### src/rtl/chkm_pkg.sv
// shared types, codes and hash function for the chained hash key map
`timescale 1ns / 1ps
package chkm_pkg;

    // command codes
    localparam logic [1:0] CMD_INSERT = 2'd0;
    localparam logic [1:0] CMD_FIND   = 2'd1;
    localparam logic [1:0] CMD_REMOVE = 2'd2;
    localparam logic [1:0] CMD_CLEAR  = 2'd3;

    // status codes
    localparam logic [1:0] ST_OK        = 2'd0;
    localparam logic [1:0] ST_DUPLICATE = 2'd1;
    localparam logic [1:0] ST_NOT_FOUND = 2'd2;
    localparam logic [1:0] ST_FULL      = 2'd3;

    localparam int KEY_W    = 31;
    localparam int HANDLE_W = 16;
    localparam int COUNT_W  = 7;

    // write enables toward the entry pool
    typedef struct packed {
        logic wr_data;
        logic wr_link;
        logic wr_use;
        logic use_val;
    } t_pool_ctl;

    // xor-shift supplemental hash
    function automatic logic [KEY_W-1:0] key_hash(input logic [KEY_W-1:0] key);
        logic [KEY_W-1:0] h;
        begin
            h = key;
            h = h ^ (h >> 20) ^ (h >> 12);
            h = h ^ (h >> 7) ^ (h >> 4);
            return h;
        end
    endfunction

endpackage

### src/rtl/chkm_pool.sv
// entry pool memories: keys, handles, chain links and in-use bits
`timescale 1ns / 1ps
module chkm_pool
    import chkm_pkg::*;
#(
    parameter int CAPACITY = 64,
    parameter int IW = 7,
    parameter int AW = 6
) (
    input  logic                i_clk,
    input  t_pool_ctl           i_ctl,
    input  logic [AW-1:0]       i_wr_addr,
    input  logic [KEY_W-1:0]    i_wr_key,
    input  logic [HANDLE_W-1:0] i_wr_handle,
    input  logic [IW-1:0]       i_wr_link,
    input  logic [AW-1:0]       i_rd_addr,
    output logic [KEY_W-1:0]    o_rd_key,
    output logic [HANDLE_W-1:0] o_rd_handle,
    output logic [IW-1:0]       o_rd_link,
    output logic                o_rd_use
);

    logic [KEY_W-1:0]    r_keys    [CAPACITY];
    logic [HANDLE_W-1:0] r_handles [CAPACITY];
    logic [IW-1:0]       r_links   [CAPACITY];
    logic                r_use     [CAPACITY];

    // write port
    always_ff @(posedge i_clk) begin
        if (i_ctl.wr_data) begin
            r_keys[i_wr_addr]    <= i_wr_key;
            r_handles[i_wr_addr] <= i_wr_handle;
        end
        if (i_ctl.wr_data || i_ctl.wr_link) begin
            r_links[i_wr_addr] <= i_wr_link;
        end
        if (i_ctl.wr_use) begin
            r_use[i_wr_addr] <= i_ctl.use_val;
        end
    end

    // registered read port
    always_ff @(posedge i_clk) begin
        o_rd_key    <= r_keys[i_rd_addr];
        o_rd_handle <= r_handles[i_rd_addr];
        o_rd_link   <= r_links[i_rd_addr];
        o_rd_use    <= r_use[i_rd_addr];
    end

endmodule

### src/rtl/chained_hash_key_map_core.sv
// top level: command sequencer, bucket head memory and result register
//
// Keyed set of unique 31-bit keys with a 16-bit handle each, kept as a hash
// table with separate chaining over a fixed pool of CAPACITY entries.
// Input channel s_axis: one word per command (insert, find, remove, clear)
// with the command in tuser and key and handle in tdata.
// Output channel m_axis: one word per command with the status in tuser and
// the found handle and entry count in tdata.
// Commands run one at a time; s_axis_tready is high only when idle, which
// starts the cycle after the result word is registered.
// A command reads its bucket head, then walks the chain with one pool read
// per entry passed over; a hit on remove then unlinks the entry. Insert of a
// new key then scans the pool for the lowest free entry and writes it there.
// Clear sweeps the bucket heads and in-use bits and then gives its result.
// The chain walk and the free-slot scan share one pool read port.
// Reset runs the same clearing pass over the bucket heads and in-use bits;
// no word is accepted meanwhile and no result is made.
// A finished result sits in the output register until m_axis_tready; the
// next command waits only until that register is free.
`timescale 1ns / 1ps
module chained_hash_key_map_core
    import chkm_pkg::*;
#(
    parameter int BUCKETS  = 16,
    parameter int CAPACITY = 64
) (
    input  logic        i_clk,
    input  logic        i_rst_n,
    input  logic        s_axis_tvalid,
    output logic        s_axis_tready,
    input  logic [47:0] s_axis_tdata,  // key[30:0], handle[46:31], zero pad
    input  logic [1:0]  s_axis_tuser,  // command[1:0]
    output logic        m_axis_tvalid,
    input  logic        m_axis_tready,
    output logic [23:0] m_axis_tdata,  // found_handle[15:0], entry_count[22:16], pad
    output logic [1:0]  m_axis_tuser   // status[1:0]
);

    localparam int IW    = $clog2(CAPACITY + 1);
    localparam int AW    = (CAPACITY > 1) ? $clog2(CAPACITY) : 1;
    localparam int BW    = $clog2(BUCKETS);
    localparam int MAXBC = (BUCKETS > CAPACITY) ? BUCKETS : CAPACITY;
    localparam int SW    = $clog2(MAXBC);

    localparam logic [IW-1:0] NIL   = IW'(CAPACITY);
    localparam logic [SW:0]   BUCK_L = (SW+1)'(BUCKETS);
    localparam logic [SW:0]   CAP_S  = (SW+1)'(CAPACITY);
    localparam logic [SW-1:0] SWEEP_END = SW'(MAXBC - 1);
    localparam logic [AW-1:0] SCAN_END  = AW'(CAPACITY - 1);
    localparam logic [KEY_W-1:0] BMASK  = KEY_W'(BUCKETS - 1);

    typedef enum logic [3:0] {
        S_CLR, S_IDLE, S_HRD, S_HEAD, S_WALK, S_CMP,
        S_UNL, S_SCAN, S_SCHK, S_INS, S_DONE
    } t_state;

    t_state r_state, n_state;
    logic                r_init, n_init;
    logic [1:0]          r_cmd, n_cmd;
    logic [KEY_W-1:0]    r_key, n_key;
    logic [HANDLE_W-1:0] r_hdl, n_hdl;
    logic [IW-1:0]       r_cur, n_cur;
    logic [IW-1:0]       r_prev, n_prev;
    logic [IW-1:0]       r_steps, n_steps;
    logic [IW-1:0]       r_head, n_head;
    logic [IW-1:0]       r_hlink, n_hlink;
    logic [SW-1:0]       r_idx, n_idx;
    logic [IW-1:0]       r_count, n_count;
    logic [1:0]          r_status, n_status;
    logic [HANDLE_W-1:0] r_found, n_found;
    logic                r_ovalid, n_ovalid;
    logic [1:0]          r_ostatus, n_ostatus;
    logic [HANDLE_W-1:0] r_ofound, n_ofound;
    logic [COUNT_W-1:0]  r_ocount, n_ocount;

    // bucket head memory
    logic [IW-1:0] r_heads [BUCKETS];
    logic [IW-1:0] r_head_rd;
    logic          head_we;
    logic [BW-1:0] head_wa;
    logic [IW-1:0] head_wd;
    logic [BW-1:0] w_bkt;

    // pool port signals
    t_pool_ctl           pctl;
    logic [AW-1:0]       pwa, pra;
    logic [IW-1:0]       pwlink;
    logic [KEY_W-1:0]    p_key;
    logic [HANDLE_W-1:0] p_hdl;
    logic [IW-1:0]       p_link;
    logic                p_use;

    logic in_acc;

    assign w_bkt  = BW'(key_hash(r_key) & BMASK);
    assign in_acc = s_axis_tvalid && s_axis_tready;

    always_ff @(posedge i_clk) begin
        if (head_we) begin
            r_heads[head_wa] <= head_wd;
        end
        r_head_rd <= r_heads[w_bkt];
    end

    chkm_pool #(
        .CAPACITY (CAPACITY),
        .IW       (IW),
        .AW       (AW)
    ) u_pool (
        .i_clk       (i_clk),
        .i_ctl       (pctl),
        .i_wr_addr   (pwa),
        .i_wr_key    (r_key),
        .i_wr_handle (r_hdl),
        .i_wr_link   (pwlink),
        .i_rd_addr   (pra),
        .o_rd_key    (p_key),
        .o_rd_handle (p_hdl),
        .o_rd_link   (p_link),
        .o_rd_use    (p_use)
    );

    // sequencer next state
    always_comb begin
        n_state   = r_state;
        n_init    = r_init;
        n_cmd     = r_cmd;
        n_key     = r_key;
        n_hdl     = r_hdl;
        n_cur     = r_cur;
        n_prev    = r_prev;
        n_steps   = r_steps;
        n_head    = r_head;
        n_hlink   = r_hlink;
        n_idx     = r_idx;
        n_count   = r_count;
        n_status  = r_status;
        n_found   = r_found;
        n_ovalid  = r_ovalid;
        n_ostatus = r_ostatus;
        n_ofound  = r_ofound;
        n_ocount  = r_ocount;
        head_we   = 1'b0;
        head_wa   = w_bkt;
        head_wd   = NIL;
        pctl      = '0;
        pwa       = r_cur[AW-1:0];
        pra       = r_cur[AW-1:0];
        pwlink    = r_hlink;

        if (r_ovalid && m_axis_tready) begin
            n_ovalid = 1'b0;
        end

        case (r_state)
            // sweep bucket heads and in-use bits
            S_CLR: begin
                if ({1'b0, r_idx} < BUCK_L) begin
                    head_we = 1'b1;
                    head_wa = r_idx[BW-1:0];
                end
                if ({1'b0, r_idx} < CAP_S) begin
                    pctl.wr_use  = 1'b1;
                    pctl.use_val = 1'b0;
                    pwa          = r_idx[AW-1:0];
                end
                if (r_idx == SWEEP_END) begin
                    n_idx    = '0;
                    n_count  = '0;
                    n_status = ST_OK;
                    n_found  = '0;
                    n_init   = 1'b0;
                    n_state  = r_init ? S_IDLE : S_DONE;
                end else begin
                    n_idx = r_idx + 1'b1;
                end
            end
            S_IDLE: begin
                if (in_acc) begin
                    n_cmd = s_axis_tuser;
                    n_key = s_axis_tdata[30:0];
                    n_hdl = s_axis_tdata[46:31];
                    n_idx = '0;
                    n_state = (s_axis_tuser == CMD_CLEAR) ? S_CLR : S_HRD;
                end
            end
            S_HRD: begin
                n_state = S_HEAD;
            end
            S_HEAD: begin
                n_cur   = r_head_rd;
                n_head  = r_head_rd;
                n_prev  = NIL;
                n_steps = '0;
                n_state = S_WALK;
            end
            // end of chain or issue the entry read
            S_WALK: begin
                if (r_cur >= NIL || r_steps >= NIL) begin
                    if (r_cmd == CMD_INSERT) begin
                        n_idx   = '0;
                        n_state = S_SCAN;
                    end else begin
                        n_status = ST_NOT_FOUND;
                        n_found  = '0;
                        n_state  = S_DONE;
                    end
                end else begin
                    n_state = S_CMP;
                end
            end
            // key compare on the entry just read
            S_CMP: begin
                if (p_key == r_key) begin
                    n_found = '0;
                    case (r_cmd)
                        CMD_INSERT: begin
                            n_status = ST_DUPLICATE;
                            n_state  = S_DONE;
                        end
                        CMD_FIND: begin
                            n_status = ST_OK;
                            n_found  = p_hdl;
                            n_state  = S_DONE;
                        end
                        default: begin
                            pctl.wr_use  = 1'b1;
                            pctl.use_val = 1'b0;
                            n_hlink      = p_link;
                            n_state      = S_UNL;
                        end
                    endcase
                end else begin
                    n_prev  = r_cur;
                    n_cur   = p_link;
                    n_steps = r_steps + 1'b1;
                    n_state = S_WALK;
                end
            end
            // unlink the removed entry
            S_UNL: begin
                if (r_prev == NIL) begin
                    head_we = 1'b1;
                    head_wd = r_hlink;
                end else begin
                    pctl.wr_link = 1'b1;
                    pwa          = r_prev[AW-1:0];
                end
                if (r_count != '0) begin
                    n_count = r_count - 1'b1;
                end
                n_status = ST_OK;
                n_state  = S_DONE;
            end
            S_SCAN: begin
                pra     = r_idx[AW-1:0];
                n_state = S_SCHK;
            end
            // lowest free entry search
            S_SCHK: begin
                if (!p_use) begin
                    n_state = S_INS;
                end else if (r_idx[AW-1:0] == SCAN_END) begin
                    n_status = ST_FULL;
                    n_found  = '0;
                    n_state  = S_DONE;
                end else begin
                    n_idx   = r_idx + 1'b1;
                    n_state = S_SCAN;
                end
            end
            // link new entry at the chain head
            S_INS: begin
                pctl.wr_data = 1'b1;
                pctl.wr_use  = 1'b1;
                pctl.use_val = 1'b1;
                pwa          = r_idx[AW-1:0];
                pwlink       = r_head;
                head_we      = 1'b1;
                head_wd      = IW'(r_idx);
                n_count      = r_count + 1'b1;
                n_status     = ST_OK;
                n_found      = '0;
                n_state      = S_DONE;
            end
            // hand the result word to the output register
            S_DONE: begin
                if (!r_ovalid || m_axis_tready) begin
                    n_ovalid  = 1'b1;
                    n_ostatus = r_status;
                    n_ofound  = r_found;
                    n_ocount  = COUNT_W'(r_count);
                    n_state   = S_IDLE;
                end
            end
            default: begin
                n_state = S_IDLE;
            end
        endcase
    end

    // state and registered outputs
    always_ff @(posedge i_clk) begin
        if (!i_rst_n) begin
            r_state  <= S_CLR;
            r_init   <= 1'b1;
            r_idx    <= '0;
            r_count  <= '0;
            r_ovalid <= 1'b0;
        end else begin
            r_state  <= n_state;
            r_init   <= n_init;
            r_idx    <= n_idx;
            r_count  <= n_count;
            r_ovalid <= n_ovalid;
        end
        r_cmd     <= n_cmd;
        r_key     <= n_key;
        r_hdl     <= n_hdl;
        r_cur     <= n_cur;
        r_prev    <= n_prev;
        r_steps   <= n_steps;
        r_head    <= n_head;
        r_hlink   <= n_hlink;
        r_status  <= n_status;
        r_found   <= n_found;
        r_ostatus <= n_ostatus;
        r_ofound  <= n_ofound;
        r_ocount  <= n_ocount;
    end

    assign s_axis_tready = (r_state == S_IDLE);
    assign m_axis_tvalid = r_ovalid;
    assign m_axis_tuser  = r_ostatus;
    assign m_axis_tdata  = {1'b0, r_ocount, r_ofound};

endmodule

### config.mk
export PLATFORM = sky130hd
export DESIGN_NAME = chained_hash_key_map_core
export DESIGN_NICKNAME = d
export VERILOG_FILES = /design/src/rtl/chkm_pkg.sv /design/src/rtl/chkm_pool.sv /design/src/rtl/chained_hash_key_map_core.sv
export SDC_FILE = /design/constraint.sdc
export NUM_CORES = 2
export LEC_CHECK = 0
export BUFFER_PORTS_ARGS = -buffer_cell sky130_fd_sc_hd__buf_2
export CELL_PAD_IN_SITES_DETAIL_PLACEMENT = 1
export CELL_PAD_IN_SITES_GLOBAL_PLACEMENT = 1
export CORE_UTILIZATION = 45
export CTS_BUF_LIST = sky130_fd_sc_hd__clkbuf_16
export DETAILED_ROUTE_END_ITERATION = 16
export HOLD_SLACK_MARGIN = 0.12
export PLACE_DENSITY = 0.75
export SETUP_SLACK_MARGIN = 0.02
export SYNTH_ARGS = -nofsm -noshare
export SYNTH_HDL_FRONTEND = slang
export SYNTH_HIERARCHICAL = 1
export SYNTH_SLANG_ARGS = --single-unit
export TNS_END_PERCENT = 20
### constraint.sdc
create_clock -name i_clk -period 12.2 [get_ports i_clk]
set_input_delay 1.22 -clock i_clk [delete_from_list [all_inputs] [get_ports i_clk]]
set_output_delay 1.22 -clock i_clk [all_outputs]
set_load 0.05 [all_outputs]
==> reports/qor.json <==
{
  "max_capacitance_violation_count": {"value": 1},
  "crit_cells": {"value": 10},
  "wirelength": {"value": 415400, "unit": "µm"},
  "synth_cell_count_leaders": {"value": "3759 x sky130_fd_sc_hd__edfxtp_1, 959 x sky130_fd_sc_hd__mux4_2, 318 x sky130_fd_sc_hd__nor2_1, 183 x sky130_fd_sc_hd__clkbuf_1, 174 x sky130_fd_sc_hd__nand2_1"},
  "postCtsHoldBufs": {"value": 0},
  "drc": {"value": 28},
  "least_margin_pin_slew": {"value": 1.496, "unit": "ns"},
  "critPathLaunchType": {"value": "flip-flop"},
  "syn-cell-area": {"value": 0.1465, "unit": "mm²"},
  "drt-pass1-iter-count": {"value": 11},
  "numClockSinks": {"value": 3840},
  "rsz_0062_raised_after_global_routing": {"value": "no"},
  "worstSetupEndpointType": {"value": "flip-flop"},
  "post_synth_edffs": {"value": 3759},
  "num_io_pins": {"value": 82},
  "drt-wirelength-per-cell": {"value": 35.98, "unit": "µm"},
  "status": {"value": "complete, but fails checks"},
  "r2r_start": {"value": "r_state[2]"},
  "path_delay_family": {"value": "simple AND/OR/NAND/NOR gates"},
  "share_of_layout_cells_above_drive_strength_1": {"value": 27.75, "unit": "%"},
  "timing.final.setup_violations": {"value": 0},
  "relative_contribution_of_sequential_cells_to_total_power": {"value": 54.6, "unit": "%"},
  "yosysMostFrequentCell": {"value": "sky130_fd_sc_hd__edfxtp_1"},
  "worst_r2r_path_depth": {"value": 10},
  "crit_startpoint": {"value": "r_state[2]"},
  "maximum_clock_path_buffer_count": {"value": 4},
  "share_of_the_synthesized_area_in_the_top_cell_type": {"value": 77.05, "unit": "%"},
  "gr-max-usage-layer": {"value": "met2"},
  "postRouteAntennaNets": {"value": 0},
  "fin_worst_skew": {"value": 0.07580, "unit": "ns"},
  "place_hpwl": {"value": 226900, "unit": "µm"},
  "overflow": {"value": 0},
  "globalplace.congestion": {"value": 0.8031},
  "vias": {"value": 73500},
  "tritoncts": {"value": "done"},
  "clockPowerShare": {"value": 45.2, "unit": "%"},
  "crit_path_frequent_cell": {"value": "sky130_fd_sc_hd__nand2_1"},
  "grt_util_met2": {"value": 40.39, "unit": "%"},
  "drt-vias-per-instance": {"value": 6.367},
  "p_int": {"value": 21030, "unit": "µW"},
  "count_of_distinct_cell_types_in_the_synthesized_netlist": {"value": 67},
  "timing.critical_path.fanout_max": {"value": 30},
  "worst_setup_hold_path_clk_slew": {"value": 0.06, "unit": "ns"},
  "place.port_buffers": {"value": 79},
  "timing.critical_path.cells": {"value": "nor2b_1, nand2_1, nor2_1, o21bai_1, a222oi_1, inv_1, nor3b_1, nand2_1, nor2_4, buf_4"},
  "drt-initial-drc-count": {"value": 10590},
  "synth-seq-cells": {"value": 3840},
  "timing_max_transition_violations_final": {"value": 1},
  "hold_path_class": {"value": "reg -> reg"},
  "worst_skew_pair.late_latency": {"value": 0.98, "unit": "ns"},
  "multi_input_area": {"value": 0.03095, "unit": "mm²"},
  "synth.top_cells.by_area": {"value": "sky130_fd_sc_hd__edfxtp_1 77%, sky130_fd_sc_hd__mux4_2 15%, sky130_fd_sc_hd__dfxtp_1 1.1%"},
  "worstPathArrival": {"value": 7.53, "unit": "ns"},
  "timing.fmax": {"value": 0.1430, "unit": "GHz"},
  "peakVddDrop": {"value": 0.0001286, "unit": "V"},
  "ys_async_rst_share": {"value": 0, "unit": "%"},
  "postSynthNetCount": {"value": 6606},
  "clk_root_buffer_cell": {"value": "sky130_fd_sc_hd__clkbuf_16"},
  "use_met3": {"value": 5.535, "unit": "%"},
  "antenna_found_initial": {"value": 18},
  "whs": {"value": 0.4048, "unit": "ns"},
  "fin_tns_setup": {"value": 0, "unit": "ns"},
  "num-fill-cells": {"value": 28230},
  "netSwitchingFraction": {"value": 19.57, "unit": "%"},
  "timing.slew.headroom": {"value": -0.1873, "unit": "%"},
  "die_height": {"value": 572.6, "unit": "µm"},
  "total_die_area": {"value": 0.3278, "unit": "mm²"},
  "synth-seq-area-share": {"value": 78.16, "unit": "%"},
  "num-nets-final": {"value": 6945},
  "storage_cell_area": {"value": 0.1145, "unit": "mm²"},
  "grt_use_total": {"value": 25.17, "unit": "%"},
  "area.growth.synth_to_final": {"value": 13.18, "unit": "%"},
  "comb_power_share": {"value": 0.2, "unit": "%"},
  "ys.flop_type": {"value": "sky130_fd_sc_hd__edfxtp_1"},
  "rows": {"value": 209},
  "critPathMaxStageDelay": {"value": 1.12, "unit": "ns"},
  "holdPathStages": {"value": 0},
  "hp-start": {"value": "r_found[7]"},
  "die_w": {"value": 572.6, "unit": "µm"},
  "design.core.area": {"value": 0.3240, "unit": "mm²"},
  "power.switching": {"value": 5115, "unit": "µW"},
  "grt_max_degree": {"value": 119},
  "timing.final.hold_violations": {"value": 0},
  "synthDominantAreaCellType": {"value": "sky130_fd_sc_hd__edfxtp_1"},
  "start_util": {"value": 45.22, "unit": "%"},
  "standby_leakage_power": {"value": 0.05219, "unit": "µW"},
  "cts_setup_buffers": {"value": 0},
  "inserted_clock_buffers": {"value": 386},
  "first_pass_grt_wire_length": {"value": 577700, "unit": "µm"},
  "synth_area_per_cell": {"value": 22.39, "unit": "µm²"},
  "synthCells": {"value": 6544},
  "worstPathBufferInverterCount": {"value": 2},
  "cts_htree_levels": {"value": 5},
  "timing.critical_path.required": {"value": 12.74, "unit": "ns"},
  "critPathSlowestCell": {"value": "sky130_fd_sc_hd__nor2_4"},
  "power.density": {"value": 157.6, "unit": "mW/mm²"},
  "category_of_the_most_critical_setup_path": {"value": "reg -> reg"},
  "yosys_warnings": {"value": 6},
  "finalWorstPathRequiredPeriod": {"value": 6.991, "unit": "ns"},
  "timing.final.crit_share": {"value": 57.30, "unit": "%"},
  "grtUsageMet1": {"value": 33.57, "unit": "%"},
  "failed_checks": {"value": "DRC, capacitance limit, slew limit"},
  "first_global_vias": {"value": 75460},
  "cells_resized_by_post_cts_repair": {"value": 0}
}
## flip-flops by register name (all words and copies together), names as in the netlist, 6 cells and up
name	cells
u_pool/r_keys	1984
u_pool/r_handles	1024
u_pool/r_links	448
r_heads	112
u_pool/r_use	64
r_key	31
u_pool/o_rd_key	31
r_found	16
r_hdl	16
r_ofound	16
u_pool/o_rd_handle	16
r_count	7
r_cur	7
r_head	7
r_head_rd	7
r_hlink	7
r_ocount	7
r_prev	7
r_steps	7
u_pool/o_rd_link	7
r_idx	6
## final cells by class
type	instances	share of cell area, %
timing repair buffer	308	1.358
inverter	18	0.04376
clock buffer	391	5.901
tap	4325	3.264
clock inverter	321	1.696
sequential	3840	69.05
multi-input combinational	2329	18.67
antenna	12	0.01811
## worst paths after layout
path / end / slack [ns]
max: u_pool/r_handles[10][2] / 5.21
min: r_ofound[7] / 0.40
max reg2reg: u_pool/r_handles[10][2] / 5.21
min reg2reg: r_ofound[7] / 0.40
## placed cells by master, fill, tap and decap left out, types with 34 or more instances in the layout
master / count
sky130_fd_sc_hd__nor2_4: 64
sky130_fd_sc_hd__mux4_2: 959
sky130_fd_sc_hd__and3_1: 34
sky130_fd_sc_hd__buf_4: 218
sky130_fd_sc_hd__mux2_2: 66
sky130_fd_sc_hd__nor2_1: 253
sky130_fd_sc_hd__inv_1: 101
sky130_fd_sc_hd__o21ai_0: 63
sky130_fd_sc_hd__a21oi_1: 49
sky130_fd_sc_hd__dfxtp_1: 81
sky130_fd_sc_hd__o22ai_1: 173
sky130_fd_sc_hd__xnor2_1: 48
sky130_fd_sc_hd__buf_2: 79
sky130_fd_sc_hd__edfxtp_1: 3759
sky130_fd_sc_hd__nand2_1: 163
sky130_fd_sc_hd__clkbuf_16: 391
sky130_fd_sc_hd__mux2i_1: 122
sky130_fd_sc_hd__clkinv_1: 87
sky130_fd_sc_hd__bufinv_16: 43
sky130_fd_sc_hd__clkinv_2: 68
## stage by stage
step / cells / setup slack [ns] / total power [µW] / util [%] / cell area [µm²]
after CTS: 11530 / 5.369 / 26270 / 51.16 / 165800
after floorplan: 6544 / 7.032 / 14570 / - / 146500
after detailed placement: 10820 / 5.517 / 14600 / 47.27 / 153200
final: 11540 / 5.209 / 26140 / 51.18 / 165800
after global routing: 11530 / 5.005 / 26680 / 51.17 / 165800
after global placement: 10820 / 5.724 / 14600 / 47.27 / 153200
## per-layer routing
| metal | share of wire, % | wire length, µm |
|---|---|---|
| met4 | 4.5 | 18830 |
| met5 | 0.022 | 90 |
| met3 | 11 | 44350 |
| met2 | 48 | 198500 |
| met1 | 37 | 153700 |
## kinds of logic after synthesis
group,count (synthesis),share of synthesized area (%)
buffers and inverters,375,1.138
DFF,3840,78.16
xor gates and xnor gates,72,0.4757
other,1,0.002560
adders and majority gates,8,0.07345
muxes,1159,16.27
AOI/OAI and AO/OA,423,1.909
and+or+nand+nor,666,1.978
## power by group through the flow
stage	logic [µW]	registers, µW	clock network [µW]
CTS	51.7	14300	11900
floorplan	26.2	14500	0
finish	51.7	14300	11800
global placement	49.2	14500	0
detailed placement	50.8	14600	0
global route	54.7	14300	12400
No activity file was read; power rests on OpenSTA's default activity.
